<file path="src/rtl/core/compact_id_codec_assert.svh">
// Assertion macros shared by the compact identifier codec modules.
// Each macro expects a clock named clock and an active-high reset named reset.
`ifndef COMPACT_ID_CODEC_ASSERT_SVH
`define COMPACT_ID_CODEC_ASSERT_SVH

// Same-cycle implication.
`define CIC_ASSERT_IMP(label, ante, cons) \
   label: assert property (@(posedge clock) disable iff (reset) (ante) |-> (cons)) \
      else $error("compact_id_codec assertion failed");

// Next-cycle implication.
`define CIC_ASSERT_NXT(label, ante, cons) \
   label: assert property (@(posedge clock) disable iff (reset) (ante) |=> (cons)) \
      else $error("compact_id_codec assertion failed");

`endif

</file>
<file path="src/rtl/core/cic_pkg.sv">
// Package of the compact identifier codec: beat types, job descriptor,
// codes, tag constants and helper functions. Depends on nothing.
`default_nettype none

package cic_pkg;

   localparam int MAX_ID_BYTES_DEF = 16;
   localparam int LEN_W            = 6;
   localparam int BITS_W           = LEN_W + 3;

   localparam logic [7:0] TAG_MASK  = 8'hC0;
   localparam logic [7:0] DATA_MASK = 8'h3F;
   localparam logic [7:0] TAG_MID   = 8'h40;
   localparam logic [7:0] TAG_HIGH  = 8'h80;
   localparam logic [7:0] LONG_RSV  = 8'h30;
   localparam logic [7:0] LONG_LEN  = 8'h0F;

   localparam logic [1:0] TAG_2B = 2'b00;
   localparam logic [1:0] TAG_4B = 2'b01;
   localparam logic [1:0] TAG_8B = 2'b10;

   localparam int BITS_2B = 14;
   localparam int BITS_4B = 30;
   localparam int BITS_8B = 62;

   typedef enum logic [1:0] {
      ERR_NONE = 2'd0,
      ERR_TAG  = 2'd1,
      ERR_LEN  = 2'd2
   } cic_err_type;

   typedef enum logic {
      OP_ENCODE = 1'b0,
      OP_DECODE = 1'b1
   } cic_op_type;

   typedef enum logic [1:0] {
      BK_IDLE,
      BK_FETCH,
      BK_SHOW
   } cic_bk_state_type;

   typedef struct packed {
      logic       op;
      logic [7:0] data_byte;
      logic       last;
   } cic_req_type;

   typedef struct packed {
      logic [7:0] out_byte;
      logic       out_last;
      logic [1:0] error_code;
   } cic_rsp_type;

   // One converted run: emit len bytes; byte i is b0 when i is zero and use_b0
   // is set, zero while i is below pad, else buffer entry src + i - pad.
   typedef struct packed {
      cic_err_type      err;
      logic [LEN_W-1:0] len;
      logic [LEN_W-1:0] pad;
      logic [LEN_W-1:0] src;
      logic             use_b0;
      logic [7:0]       b0;
      logic             bank;
   } cic_job_type;

   function automatic logic [3:0] lead_zeros(input logic [7:0] b);
      logic [3:0] n;
      logic       hit;
      n   = 4'd0;
      hit = 1'b0;
      for (int k = 7; k >= 0; k--) begin
         if (!hit && !b[k]) begin
            n = n + 4'd1;
         end else begin
            hit = 1'b1;
         end
      end
      return n;
   endfunction

endpackage

`default_nettype wire

</file>
<file path="src/rtl/core/cic_ram.sv">
// Generic single-write, single-read RAM with registered read data.
// Depends on nothing.
`default_nettype none

module cic_ram #(
   parameter int WIDTH = 8,
   parameter int DEPTH = 64
) (
   input  wire logic                     clock,
   input  wire logic                     we,
   input  wire logic [$clog2(DEPTH)-1:0] waddr,
   input  wire logic [WIDTH-1:0]         wdata,
   input  wire logic                     re,
   input  wire logic [$clog2(DEPTH)-1:0] raddr,
   output logic      [WIDTH-1:0]         rdata
);

   logic [WIDTH-1:0] mem_ff [DEPTH];
   logic [WIDTH-1:0] rdata_ff;

   always_ff @(posedge clock) begin
      if (we) begin
         mem_ff[waddr] <= wdata;
      end
      if (re) begin
         rdata_ff <= mem_ff[raddr];
      end
   end

   assign rdata = rdata_ff;

endmodule

`default_nettype wire

</file>
<file path="src/rtl/core/cic_job_queue.sv">
// Two-entry queue of job descriptors between the loader and the emitter.
// Depends on cic_pkg.
`default_nettype none

module cic_job_queue (
   input  wire logic                clock,
   input  wire logic                reset,
   input  wire logic                push,
   input  wire cic_pkg::cic_job_type push_data,
   input  wire logic                pop,
   output logic                     empty,
   output cic_pkg::cic_job_type     pop_data
);

   cic_pkg::cic_job_type slot_ff [2];
   logic                 wr_ptr_ff;
   logic                 wr_ptr_in;
   logic                 rd_ptr_ff;
   logic                 rd_ptr_in;
   logic [1:0]           count_ff;
   logic [1:0]           count_in;

   always_comb begin
      wr_ptr_in = push ? ~wr_ptr_ff : wr_ptr_ff;
      rd_ptr_in = pop ? ~rd_ptr_ff : rd_ptr_ff;
      count_in  = count_ff;
      if (push && !pop) begin
         count_in = count_ff + 2'd1;
      end else if (!push && pop) begin
         count_in = count_ff - 2'd1;
      end
   end

   always_ff @(posedge clock) begin
      if (reset) begin
         wr_ptr_ff <= 1'b0;
         rd_ptr_ff <= 1'b0;
         count_ff  <= 2'd0;
      end else begin
         wr_ptr_ff <= wr_ptr_in;
         rd_ptr_ff <= rd_ptr_in;
         count_ff  <= count_in;
      end
   end

   always_ff @(posedge clock) begin
      if (push) begin
         slot_ff[wr_ptr_ff] <= push_data;
      end
   end

   assign empty    = (count_ff == 2'd0);
   assign pop_data = slot_ff[rd_ptr_ff];

endmodule

`default_nettype wire

</file>
<file path="src/rtl/core/cic_front.sv">
// Loader: takes input beats into the buffer RAM bank in use and classifies
// the identifier on its last beat. Depends on cic_pkg and the assertion header.
`default_nettype none
`include "compact_id_codec_assert.svh"

module cic_front #(
   parameter int MAX_ID_BYTES = cic_pkg::MAX_ID_BYTES_DEF
) (
   input  wire logic                 clock,
   input  wire logic                 reset,
   input  wire logic                 req_push,
   output logic                      req_full,
   input  wire cic_pkg::cic_req_type req_data,
   input  wire logic                 done,
   output logic                      job_push,
   output cic_pkg::cic_job_type      job_data,
   output logic                      ram_we,
   output logic [$clog2(MAX_ID_BYTES + 1):0] ram_waddr,
   output logic [7:0]                ram_wdata
);

   localparam int BUF_DEPTH = MAX_ID_BYTES + 1;
   localparam int IDX_W     = $clog2(BUF_DEPTH);
   localparam int CNT_W     = $clog2(BUF_DEPTH + 1);
   localparam int LW        = cic_pkg::LEN_W;
   localparam int BW        = cic_pkg::BITS_W;

   logic [CNT_W-1:0] cnt_ff;
   logic [CNT_W-1:0] cnt_in;
   logic             ovf_ff;
   logic             ovf_in;
   logic [7:0]       lb_ff;
   logic [7:0]       lb_in;
   logic             nz_found_ff;
   logic             nz_found_in;
   logic [IDX_W-1:0] nz_idx_ff;
   logic [IDX_W-1:0] nz_idx_in;
   logic             bank_ff;
   logic             bank_in;
   logic [1:0]       busy_ff;
   logic [1:0]       busy_in;

   logic             accept;
   logic             room;
   logic [CNT_W-1:0] cnt_new;
   logic             ovf_new;
   logic [7:0]       lb_new;
   logic             nz_found_new;
   logic [IDX_W-1:0] nz_idx_new;

   logic [LW-1:0]    n;
   logic [3:0]       zb;
   logic [BW-1:0]    bits;
   logic [LW-1:0]    e_size;
   logic [7:0]       e_mask;
   logic [LW-1:0]    e_pad;
   logic [LW-1:0]    d_size;
   logic             d_tag_err;
   logic [7:0]       d_fb;
   logic [LW-1:0]    d_first;
   cic_pkg::cic_job_type job;

   assign accept   = req_push && !req_full;
   assign room     = (cnt_ff < CNT_W'(BUF_DEPTH));
   assign req_full = (busy_ff == 2'd2);

   always_comb begin
      cnt_new      = room ? cnt_ff + CNT_W'(1) : cnt_ff;
      ovf_new      = ovf_ff | !room;
      lb_new       = (cnt_ff == '0) ? req_data.data_byte : lb_ff;
      nz_found_new = nz_found_ff;
      nz_idx_new   = nz_idx_ff;
      if (room && (cnt_ff != '0) && (req_data.data_byte != 8'd0) && !nz_found_ff) begin
         nz_found_new = 1'b1;
         nz_idx_new   = cnt_ff[IDX_W-1:0];
      end
   end

   always_comb begin
      n    = LW'(cnt_new);
      zb   = cic_pkg::lead_zeros(lb_new);
      bits = {3'b000, n} * BW'(8) - BW'(zb);
      if (bits <= BW'(cic_pkg::BITS_2B)) begin
         e_size = LW'(2);
         e_mask = 8'h00;
      end else if (bits <= BW'(cic_pkg::BITS_4B)) begin
         e_size = LW'(4);
         e_mask = cic_pkg::TAG_MID;
      end else if (bits <= BW'(cic_pkg::BITS_8B)) begin
         e_size = LW'(8);
         e_mask = cic_pkg::TAG_HIGH;
      end else begin
         e_size = n + LW'(1);
         e_mask = cic_pkg::TAG_MASK + (8'(n) - 8'd8);
      end
      e_pad = e_size - n;

      d_tag_err = 1'b0;
      case (lb_new[7:6])
         cic_pkg::TAG_2B: d_size = LW'(2);
         cic_pkg::TAG_4B: d_size = LW'(4);
         cic_pkg::TAG_8B: d_size = LW'(8);
         default: begin
            d_tag_err = ((lb_new & cic_pkg::LONG_RSV) != 8'd0);
            d_size    = LW'(9) + LW'(lb_new & cic_pkg::LONG_LEN);
         end
      endcase
      d_fb = lb_new & cic_pkg::DATA_MASK;
      if (nz_found_new && (LW'(nz_idx_new) < d_size)) begin
         d_first = LW'(nz_idx_new);
      end else begin
         d_first = d_size - LW'(1);
      end

      job        = '0;
      job.err    = cic_pkg::ERR_NONE;
      job.len    = LW'(1);
      job.bank   = bank_ff;
      if (req_data.op == cic_pkg::OP_DECODE) begin
         if (d_tag_err) begin
            job.err = cic_pkg::ERR_TAG;
         end else if (d_size > n) begin
            job.err = cic_pkg::ERR_LEN;
         end else if (d_size <= LW'(8)) begin
            if (d_fb != 8'd0) begin
               job.len    = d_size;
               job.use_b0 = 1'b1;
               job.b0     = d_fb;
            end else begin
               job.len = d_size - d_first;
               job.src = d_first;
            end
         end else begin
            job.len = d_size - LW'(1);
            job.src = LW'(1);
         end
      end else begin
         if (ovf_new || (n > LW'(MAX_ID_BYTES)) || (n == '0)) begin
            job.err = cic_pkg::ERR_LEN;
         end else begin
            job.len    = e_size;
            job.pad    = e_pad;
            job.use_b0 = 1'b1;
            job.b0     = (e_pad != '0) ? e_mask : (lb_new | e_mask);
         end
      end
   end

   always_comb begin
      cnt_in      = cnt_ff;
      ovf_in      = ovf_ff;
      lb_in       = lb_ff;
      nz_found_in = nz_found_ff;
      nz_idx_in   = nz_idx_ff;
      bank_in     = bank_ff;
      if (accept) begin
         if (req_data.last) begin
            cnt_in      = '0;
            ovf_in      = 1'b0;
            nz_found_in = 1'b0;
            bank_in     = ~bank_ff;
         end else begin
            cnt_in      = cnt_new;
            ovf_in      = ovf_new;
            lb_in       = lb_new;
            nz_found_in = nz_found_new;
            nz_idx_in   = nz_idx_new;
         end
      end
      busy_in = busy_ff;
      if (job_push && !done) begin
         busy_in = busy_ff + 2'd1;
      end else if (!job_push && done) begin
         busy_in = busy_ff - 2'd1;
      end
   end

   always_ff @(posedge clock) begin
      if (reset) begin
         cnt_ff      <= '0;
         ovf_ff      <= 1'b0;
         nz_found_ff <= 1'b0;
         bank_ff     <= 1'b0;
         busy_ff     <= 2'd0;
      end else begin
         cnt_ff      <= cnt_in;
         ovf_ff      <= ovf_in;
         nz_found_ff <= nz_found_in;
         bank_ff     <= bank_in;
         busy_ff     <= busy_in;
      end
   end

   always_ff @(posedge clock) begin
      lb_ff     <= lb_in;
      nz_idx_ff <= nz_idx_in;
   end

   assign job_push  = accept && req_data.last;
   assign job_data  = job;
   assign ram_we    = accept && room;
   assign ram_waddr = {bank_ff, cnt_ff[IDX_W-1:0]};
   assign ram_wdata = req_data.data_byte;

   `CIC_ASSERT_IMP(a_busy_limit, 1'b1, busy_ff != 2'd3)
   `CIC_ASSERT_IMP(a_done_owned, done, busy_ff != 2'd0)
   `CIC_ASSERT_IMP(a_cnt_range, 1'b1, cnt_ff <= CNT_W'(BUF_DEPTH))
   `CIC_ASSERT_NXT(a_clear_after_last, job_push, cnt_ff == '0 && !ovf_ff)

endmodule

`default_nettype wire

</file>
<file path="src/rtl/core/cic_back.sv">
// Emitter: takes one job at a time, reads the buffer RAM and presents the
// converted run beat by beat. Depends on cic_pkg and the assertion header.
`default_nettype none
`include "compact_id_codec_assert.svh"

module cic_back #(
   parameter int MAX_ID_BYTES = cic_pkg::MAX_ID_BYTES_DEF
) (
   input  wire logic                  clock,
   input  wire logic                  reset,
   input  wire logic                  job_empty,
   output logic                       job_pop,
   input  wire cic_pkg::cic_job_type  job_data,
   output logic                       ram_re,
   output logic [$clog2(MAX_ID_BYTES + 1):0] ram_raddr,
   input  wire logic [7:0]            ram_rdata,
   output logic                       rsp_empty,
   input  wire logic                  rsp_pop,
   output cic_pkg::cic_rsp_type       rsp_data,
   output logic                       done
);

   localparam int IDX_W = $clog2(MAX_ID_BYTES + 1);
   localparam int LW    = cic_pkg::LEN_W;

   cic_pkg::cic_bk_state_type state_ff;
   cic_pkg::cic_bk_state_type state_in;
   cic_pkg::cic_job_type      job_ff;
   cic_pkg::cic_job_type      job_in;
   logic [LW-1:0]             idx_ff;
   logic [LW-1:0]             idx_in;
   logic [LW-1:0]             src_idx;
   logic                      is_last;
   logic                      show;

   assign src_idx = job_ff.src + idx_ff - job_ff.pad;
   assign is_last = ((idx_ff + LW'(1)) == job_ff.len);

   always_comb begin
      state_in = state_ff;
      unique case (state_ff)
         cic_pkg::BK_IDLE: begin
            if (!job_empty) begin
               state_in = cic_pkg::BK_FETCH;
            end
         end
         cic_pkg::BK_FETCH: begin
            state_in = cic_pkg::BK_SHOW;
         end
         cic_pkg::BK_SHOW: begin
            if (rsp_pop) begin
               state_in = is_last ? cic_pkg::BK_IDLE : cic_pkg::BK_FETCH;
            end
         end
         default: begin
            state_in = cic_pkg::BK_IDLE;
         end
      endcase
   end

   always_comb begin
      job_pop = 1'b0;
      ram_re  = 1'b0;
      show    = 1'b0;
      job_in  = job_ff;
      idx_in  = idx_ff;
      unique case (state_ff)
         cic_pkg::BK_IDLE: begin
            job_pop = !job_empty;
            if (!job_empty) begin
               job_in = job_data;
               idx_in = '0;
            end
         end
         cic_pkg::BK_FETCH: begin
            ram_re = 1'b1;
         end
         cic_pkg::BK_SHOW: begin
            show = 1'b1;
            if (rsp_pop && !is_last) begin
               idx_in = idx_ff + LW'(1);
            end
         end
         default: begin
            show = 1'b0;
         end
      endcase
   end

   always_ff @(posedge clock) begin
      if (reset) begin
         state_ff <= cic_pkg::BK_IDLE;
         idx_ff   <= '0;
      end else begin
         state_ff <= state_in;
         idx_ff   <= idx_in;
      end
   end

   always_ff @(posedge clock) begin
      job_ff <= job_in;
   end

   always_comb begin
      rsp_data.error_code = job_ff.err;
      if (job_ff.err != cic_pkg::ERR_NONE) begin
         rsp_data.out_byte = 8'd0;
         rsp_data.out_last = 1'b1;
      end else begin
         rsp_data.out_last = is_last;
         if ((idx_ff == '0) && job_ff.use_b0) begin
            rsp_data.out_byte = job_ff.b0;
         end else if (idx_ff < job_ff.pad) begin
            rsp_data.out_byte = 8'd0;
         end else begin
            rsp_data.out_byte = ram_rdata;
         end
      end
   end

   assign ram_raddr = {job_ff.bank, src_idx[IDX_W-1:0]};
   assign rsp_empty = !show;
   assign done      = show && rsp_pop && is_last;

   `CIC_ASSERT_NXT(a_fetch_then_show, state_ff == cic_pkg::BK_FETCH, state_ff == cic_pkg::BK_SHOW)
   `CIC_ASSERT_IMP(a_err_single, show && job_ff.err != cic_pkg::ERR_NONE, is_last)
   `CIC_ASSERT_NXT(a_hold_stalled, show && !rsp_pop, show && $stable(idx_ff))
   `CIC_ASSERT_IMP(a_idx_in_run, show, idx_ff < job_ff.len)

endmodule

`default_nettype wire

</file>
<file path="src/rtl/core/compact_id_codec.sv">
// Top level of the compact identifier codec: loader, job queue, emitter and
// a two-bank buffer RAM. Depends on cic_pkg, cic_front, cic_job_queue, cic_back, cic_ram.
//
// Channel  Dir  Handshake             Beat type     Fields
// req      in   req_push / req_full   cic_req_type  op, data_byte, last
// rsp      out  rsp_pop / rsp_empty   cic_rsp_type  out_byte, out_last, error_code
//
// Each input beat is taken while req_full is low; it is written to the buffer RAM while the bank has room.
// Each result beat is read from the RAM (FETCH), then presented (SHOW) until rsp_pop; each run first picks up its job.
// The loader fills one RAM bank while the emitter reads the other; req_full rises
// when two identifiers wait or are being emitted.
// Reset is synchronous; the buffer RAM is not cleared and needs no clearing pass.
`default_nettype none

module compact_id_codec #(
   parameter int MAX_ID_BYTES = cic_pkg::MAX_ID_BYTES_DEF
) (
   input  wire logic                 clock,
   input  wire logic                 reset,
   input  wire logic                 req_push,
   output logic                      req_full,
   input  wire cic_pkg::cic_req_type req_data,
   output logic                      rsp_empty,
   input  wire logic                 rsp_pop,
   output cic_pkg::cic_rsp_type      rsp_data
);

   localparam int IDX_W     = $clog2(MAX_ID_BYTES + 1);
   localparam int RAM_DEPTH = 2 * (2 ** IDX_W);

   cic_pkg::cic_job_type push_job;
   cic_pkg::cic_job_type head_job;
   logic                 job_push;
   logic                 job_pop;
   logic                 job_empty;
   logic                 done;
   logic                 ram_we;
   logic [IDX_W:0]       ram_waddr;
   logic [7:0]           ram_wdata;
   logic                 ram_re;
   logic [IDX_W:0]       ram_raddr;
   logic [7:0]           ram_rdata;

   cic_front #(
      .MAX_ID_BYTES(MAX_ID_BYTES)
   ) u_front (
      .clock    (clock),
      .reset    (reset),
      .req_push (req_push),
      .req_full (req_full),
      .req_data (req_data),
      .done     (done),
      .job_push (job_push),
      .job_data (push_job),
      .ram_we   (ram_we),
      .ram_waddr(ram_waddr),
      .ram_wdata(ram_wdata)
   );

   cic_job_queue u_queue (
      .clock    (clock),
      .reset    (reset),
      .push     (job_push),
      .push_data(push_job),
      .pop      (job_pop),
      .empty    (job_empty),
      .pop_data (head_job)
   );

   cic_back #(
      .MAX_ID_BYTES(MAX_ID_BYTES)
   ) u_back (
      .clock    (clock),
      .reset    (reset),
      .job_empty(job_empty),
      .job_pop  (job_pop),
      .job_data (head_job),
      .ram_re   (ram_re),
      .ram_raddr(ram_raddr),
      .ram_rdata(ram_rdata),
      .rsp_empty(rsp_empty),
      .rsp_pop  (rsp_pop),
      .rsp_data (rsp_data),
      .done     (done)
   );

   cic_ram #(
      .WIDTH(8),
      .DEPTH(RAM_DEPTH)
   ) u_buffer (
      .clock(clock),
      .we   (ram_we),
      .waddr(ram_waddr),
      .wdata(ram_wdata),
      .re   (ram_re),
      .raddr(ram_raddr),
      .rdata(ram_rdata)
   );

endmodule

`default_nettype wire
</file>
<file path="config.mk">
export PLATFORM = sky130hd
export DESIGN_NAME = compact_id_codec
export DESIGN_NICKNAME = d
export VERILOG_FILES = /design/src/rtl/core/cic_pkg.sv /design/src/rtl/core/cic_ram.sv /design/src/rtl/core/cic_job_queue.sv /design/src/rtl/core/cic_front.sv /design/src/rtl/core/cic_back.sv /design/src/rtl/core/compact_id_codec.sv
export VERILOG_INCLUDE_DIRS = /design/src /design/src/rtl/core
export SDC_FILE = /design/constraint.sdc
export NUM_CORES = 1
export LEC_CHECK = 0
export BUFFER_PORTS_ARGS = -buffer_cell sky130_fd_sc_hd__buf_2
export CORE_MARGIN = 8
export CORE_UTILIZATION = 61
export DETAILED_ROUTE_END_ITERATION = 7
export PLACE_DENSITY = 0.85
export SLEW_MARGIN = 25
export SYNTH_ARGS = -nofsm -noshare
export SYNTH_HDL_FRONTEND = slang
export SYNTH_HIERARCHICAL = 1
export SYNTH_SLANG_ARGS = --single-unit
</file>
<file path="constraint.sdc">
create_clock -name clock -period 11.6 [get_ports clock]
set_clock_uncertainty 0.2 [all_clocks]
set_input_delay 2.9 -clock clock [delete_from_list [all_inputs] [get_ports clock]]
set_output_delay 2.9 -clock clock [all_outputs]
set_load 0.1 [all_outputs]
</file>
### After elaboration in Yosys (flattened, before gate mapping)

Memory sizes are Yosys's and may differ from the RTL's. A register that Yosys moved wholly into a read port is not among the register bits.
Index checks and enable logic that the tools add are counted.

| operators by class | value |
|---|---|
| $add $sub $neg | 23 |
| $lt $le $gt $ge | 9 |
| reductions and logical operators | 68 |
| equality and inequality tests | 9 |
| bitwise operators | 7 |
| multiplexer cells | 72 |

Operator list:

| operator | number |
|---|---|
| 2-to-1 mux 6 bit | 14 |
| 2-to-1 mux 8 bit | 8 |
| 2-to-1 mux 9 bit | 5 |
| 2-to-1 mux 15 bit | 2 |
| 2-to-1 mux 4 bit | 7 |
| adder 4 x 1 -> 4 bit (second input constant) | 6 |
| nonzero test 8 bit | 3 |
| zero test 1 bit | 23 |
| logical AND 1 bit | 22 |
| 2-to-1 mux 1 bit | 20 |
| 2-to-1 mux 2 bit | 9 |
| one-hot mux 6 bit (3 select lines) | 1 |
| 2-to-1 mux 5 bit | 3 |
| 2-to-1 mux 12 bit | 1 |
| one-hot mux 6 bit (2 select lines) | 1 |
| zero test 5 bit | 2 |
| <= comparator 9 x 4 -> 1 bit (second input constant) | 1 |
| <= comparator 9 x 5 -> 1 bit (second input constant) | 1 |
| <= comparator 9 x 6 -> 1 bit (second input constant) | 1 |
| subtractor 8 x 4 -> 9 bit | 1 |
| adder 8 bit (first input constant) | 1 |
| OR 8 bit | 1 |
| AND reduction 2 bit | 4 |
| nonzero test 2 bit | 4 |
| 34 further kinds | 47 |

| word-level totals | value |
|---|---|
| input bits | 14 |
| output and inout port bits | 13 |
| bits in writable memories | 572 |
| bits in registers | 35 |
| memories | 2 |
| word-level logic and storage cells | 202 |

Memories:

| memory | depth | width | rd ports | clocked after Yosys merged registers in | write ports | line | source |
|---|---|---|---|---|---|---|---|
| u_buffer.mem_ff | 64 | 8 | 1 | 1 | 1 | cic_ram.sv:18 | `logic [WIDTH-1:0] mem_ff [DEPTH];` |
| u_queue.slot_ff | 2 | 30 | 1 | 1 | 1 | cic_job_queue.sv:15 | `cic_pkg::cic_job_type slot_ff [2];` |

### Logic depth before layout (Yosys ltp)

| logic depth | value |
|---|---|
| depth in word-level cells | 33 |
| depth in mapped cells | 41 |
| mapped depth without buffers | 37 |

### By module

Netlist, hierarchy kept.

Modules (own cells, without submodules):

| module | times used | sequential area each (sq um) | area an instance (sq um) | cells an instance |
|---|---|---|---|---|
| cic_ram | 1 | 15,615.0 | 20,246.9 | 940 |
| cic_front | 1 | 590.6 | 3,592.2 | 452 |
| cic_job_queue | 1 | 1,901.8 | 2,353.5 | 114 |
| cic_back | 1 | 1,031.0 | 2,224.6 | 205 |

### Worst setup path after synthesis

No wires, ideal clock.

| timing path | value |
|---|---|
| path kind | input -> register |
| start point | input port req_data[8] (netlist name) |
| end point | memory u_queue/slot_ff[0][7] (netlist name) (data pin) |
| required time | 11.226 ns |
| cell stages on the path | 32 |
| setup time | 0.174 ns |
| setup slack | 1.989 ns |
| arrival | 9.237 ns |
| buffers on the path | 0 |
| cell sequence | mux2i_1 > inv_1 > a21oi_1 > ha_1 > o21a_1 > ha_1 > mux2_2 > ha_1 > mux2i_1 > a21oi_1 > ha_1 > xnor2_1 > nand4_1 > xor2_1 > ha_1 > nor3_1 > and4_1 > or4b_1 > o21ai_0 > nor3_1 > nor4b_4 > nor2_1 > nand2_1 > ha_1 > inv_1 > fa_1 > a21o_1 > a21oi_1 > xnor2_1 > nor4_1 > nand3_1 > o221ai_1 |

RTL lines:

| item | line | source |
|---|---|---|
| from (decl) | compact_id_codec.sv:22 | `input wire cic_pkg::cic_req_type req_data,` |
| to (decl) | cic_job_queue.sv:15 |  |

==> impl_metrics.csv <==
group,metric,value,unit
cts,cts.sinks,643,
cts,htreeDepth,2,
critical_path,start_kind,"input pin",
global_route,use_met1,0.325,
power_and_ir_drop,p_int,5.80,mW
critical_path,crit_arrival,10790,ps
min_path,hold_path.class,"reg -> reg",
cts,cts_setup_buffers,0,
critical_path,ff2ff_setup_slack,1870,ps
cells_and_area,nets,1800,
sta,hold_violations,0,
run_status,outcome,"finished clean",
critical_path,path_class,"in -> reg",
placed_design,io_buffers,26,
sta,setup_tns,0,ps
cts,clockRootBuffer,"clkbuf_16",
placed_design,place.gp.congestion,0.857,
synthesis,syn_nets,1777,
job,max_cap_violations,0,
power_and_ir_drop,clock_power_share,0.207,
power_and_ir_drop,p_leak,10.2,nW
critical_path,critPathMaxFanout,67,
cts,cts.reportedPaths.clkPinSlew,60,ps
die,row_count,79,
cells_and_area,layout_common_cells,"620 x edfxtp_1, 150 x nor2_1, 126 x mux4_2",
die,coreArea,0.0462,mm²
cts,hold_buffers,0,
synthesis,syn-mean-instance-area,16.6,µm²
drt,drtIter0Drc,2161,
cts,cts_buffers,61,
min_path,worstHoldEndpoint,"u_front/ovf_ff$_SDFFE_PP0P_",
power_and_ir_drop,p_sw_frac,0.399,
die,die_w,232,µm
sta,rsz0062_at_grt,"no",
cells_and_area,multi_input_area,0.00855,mm²
critical_path,required,11840,ps
cells_and_area,final_cell_area,0.0309,mm²
global_route,grt_usage,0.247,
sta,setup_viol,0,
critical_path,rr_worst_depth,35,
global_route,antenna_found_initial,1,
sta,worstMarginPinSlew,1040,ps
sta,period_share,0.910,
sta,timing.fmax,94.8,MHz
min_path,hold_start,"u_front/ovf_ff$_SDFFE_PP0P_",
power_and_ir_drop,power.density,312,mW/mm²
critical_path,cp_slowest_cell,"buf_4",
critical_path,cpPeakStageDelay,520,ps
sta,slew_headroom,0.305,
global_route,grt_max_degree,92,
cts,cts_tree,"done",
sta,holdWs,274,ps
drt,vias,16231,
drt,drt_pass1_iterations,6,
drt,route.detailed.drc,0,
die,ios,27,
die,initial_core_util,0.614,
cts,cts_resized,0,
sta,finalCriticalPeriod,10550,ps
global_route,grt_use_met2,0.406,
power_and_ir_drop,ir_drop,380,µV
global_route,grt_pass1_vias,16421,
placed_design,placed_area,0.0289,mm²
global_route,overflow,0,
global_route,grt_pass1_wl,100000,µm
global_route,busiest_layer,"met2",
drt,drt-total-wl,66900,µm
critical_path,r2r_start,"u_front/cnt_ff[0]$_SDFFE_PP0P_",
synthesis,synthCells,1706,
power_and_ir_drop,seqPwrFrac,0.286,
die,die_area,0.0536,mm²
cells_and_area,regArea,0.0191,mm²
synthesis,syn-cell-area,0.0283,mm²
placed_design,dp_hpwl,39600,µm
power_and_ir_drop,pwr-share-comb,0.507,
cts,clock_latency,630,ps
power_and_ir_drop,finalPower,9.64,mW
drt,avgRoutedWirePerCell,28.1,µm
cts,cts_buffer_depth,3,
power_and_ir_drop,p_switching,3.84,mW
critical_path,cpMostUsedCell,"ha_1",
sta,drv_slew,0,
cells_and_area,syn_to_final_growth,9.02,%
cells_and_area,fill_cells,2808,
critical_path,worst_r2r_endpoint,"u_queue/slot_ff[0][7]$_DFFE_PP_",
die,fp.dieH,232,µm
cells_and_area,mostFrequentLayoutCell,"edfxtp_1",
synthesis,ys_warn_count,6,
global_route,met3_usage,0.0456,
drt,final_antenna_net_count,0,
cells_and_area,diodes,0,
min_path,hold_depth,2,
critical_path,end_kind,"register",
cells_and_area,layout-drive-gt1-share,0.199,
drt,via_per_inst,6.81,
-- registers in the layout, summed over array words and instances, names as in the netlist, named ones only --
name and flops:
u_queue/count_ff 2, u_front/ovf_ff 1, u_front/lb_ff 8, u_front/bank_ff 1, u_buffer/rdata 8, u_front/nz_idx_ff 5
u_back/idx_ff 6, u_back/job_ff 26, u_front/cnt_ff 5, u_back/rsp_data 2, u_back/state_ff 2, u_queue/slot_ff 58
u_front/nz_found_ff 1, u_queue/rd_ptr_ff 1, u_buffer/mem_ff 512, u_front/busy_ff 2, u_back/ram_raddr 1, u_queue/wr_ptr_ff 1
-- per-layer routing --
metal	vias to the layer above	share of wire
li1	6764	-
met1	8250	0.38
met3	214	0.091
met5	-	0.00015
met2	1001	0.49
met4	2	0.042
-- power by group through the flow --
stage / Combinational [mW] / Clock [mW] / Sequential (mW)
5_1_grt: 5.05 / 2.09 / 2.77
2_1_floorplan: 3.45 / 0 / 2.78
4_1_cts: 4.79 / 2.01 / 2.76
3_5_place_dp: 4.69 / 0 / 2.80
6_report: 4.89 / 1.99 / 2.76
3_3_place_gp: 4.57 / 0 / 2.80
-- how the worst max path moves through the flow --
stage                     slack (ps)         from                              end  depth (start not counted)
final                           1050  req_data[8]  u_queue/slot_ff[0][7]$_DFFE_PP_                         33
after global routing             570  req_data[8]  u_queue/slot_ff[1][7]$_DFFE_PP_                         32
after CTS                       1210  req_data[8]  u_queue/slot_ff[1][7]$_DFFE_PP_                         33
after detailed placement         570  req_data[8]  u_queue/slot_ff[0][7]$_DFFE_PP_                         33
after global placement           820  req_data[8]  u_queue/slot_ff[0][7]$_DFFE_PP_                         33
after floorplan                 1990  req_data[8]  u_queue/slot_ff[0][7]$_DFFE_PP_                         32
-- layout make-up --
| cell class | count | share of cell area |
|---|---|---|
| clock buffers | 77 | 0.0537 |
| clock inverters | 34 | 0.0107 |
| inverters | 54 | 0.00656 |
| multi-input cells | 920 | 0.277 |
| flip-flops and latches | 643 | 0.618 |
| well taps | 607 | 0.0246 |
| repair buffers | 49 | 0.0102 |
-- through the flow --
stage | setup slack, ps | cells | utilization
6_report | 1050 | 2384 | 0.669
5_1_grt | 572 | 2384 | 0.669
4_1_cts | 1210 | 2384 | 0.669
3_5_place_dp | 567 | 2273 | 0.626
3_3_place_gp | 824 | 2273 | 0.626
2_1_floorplan | 1990 | 1706 | -
-- worst max-delay path, delay by kind of cell --
| family | cells | cell delay, ps |
|---|---|---|
| buffers and inverters | 3 | 670 |
| adder cells (fa/ha/maj) | 7 | 2100 |
| AND/OR/NAND/NOR | 11 | 2430 |
| AO/OA/AOI/OAI | 8 | 1880 |
| XOR/XNOR | 1 | 110 |
| multiplexers | 3 | 680 |
Note: power is estimated with default switching activity, not from simulation.
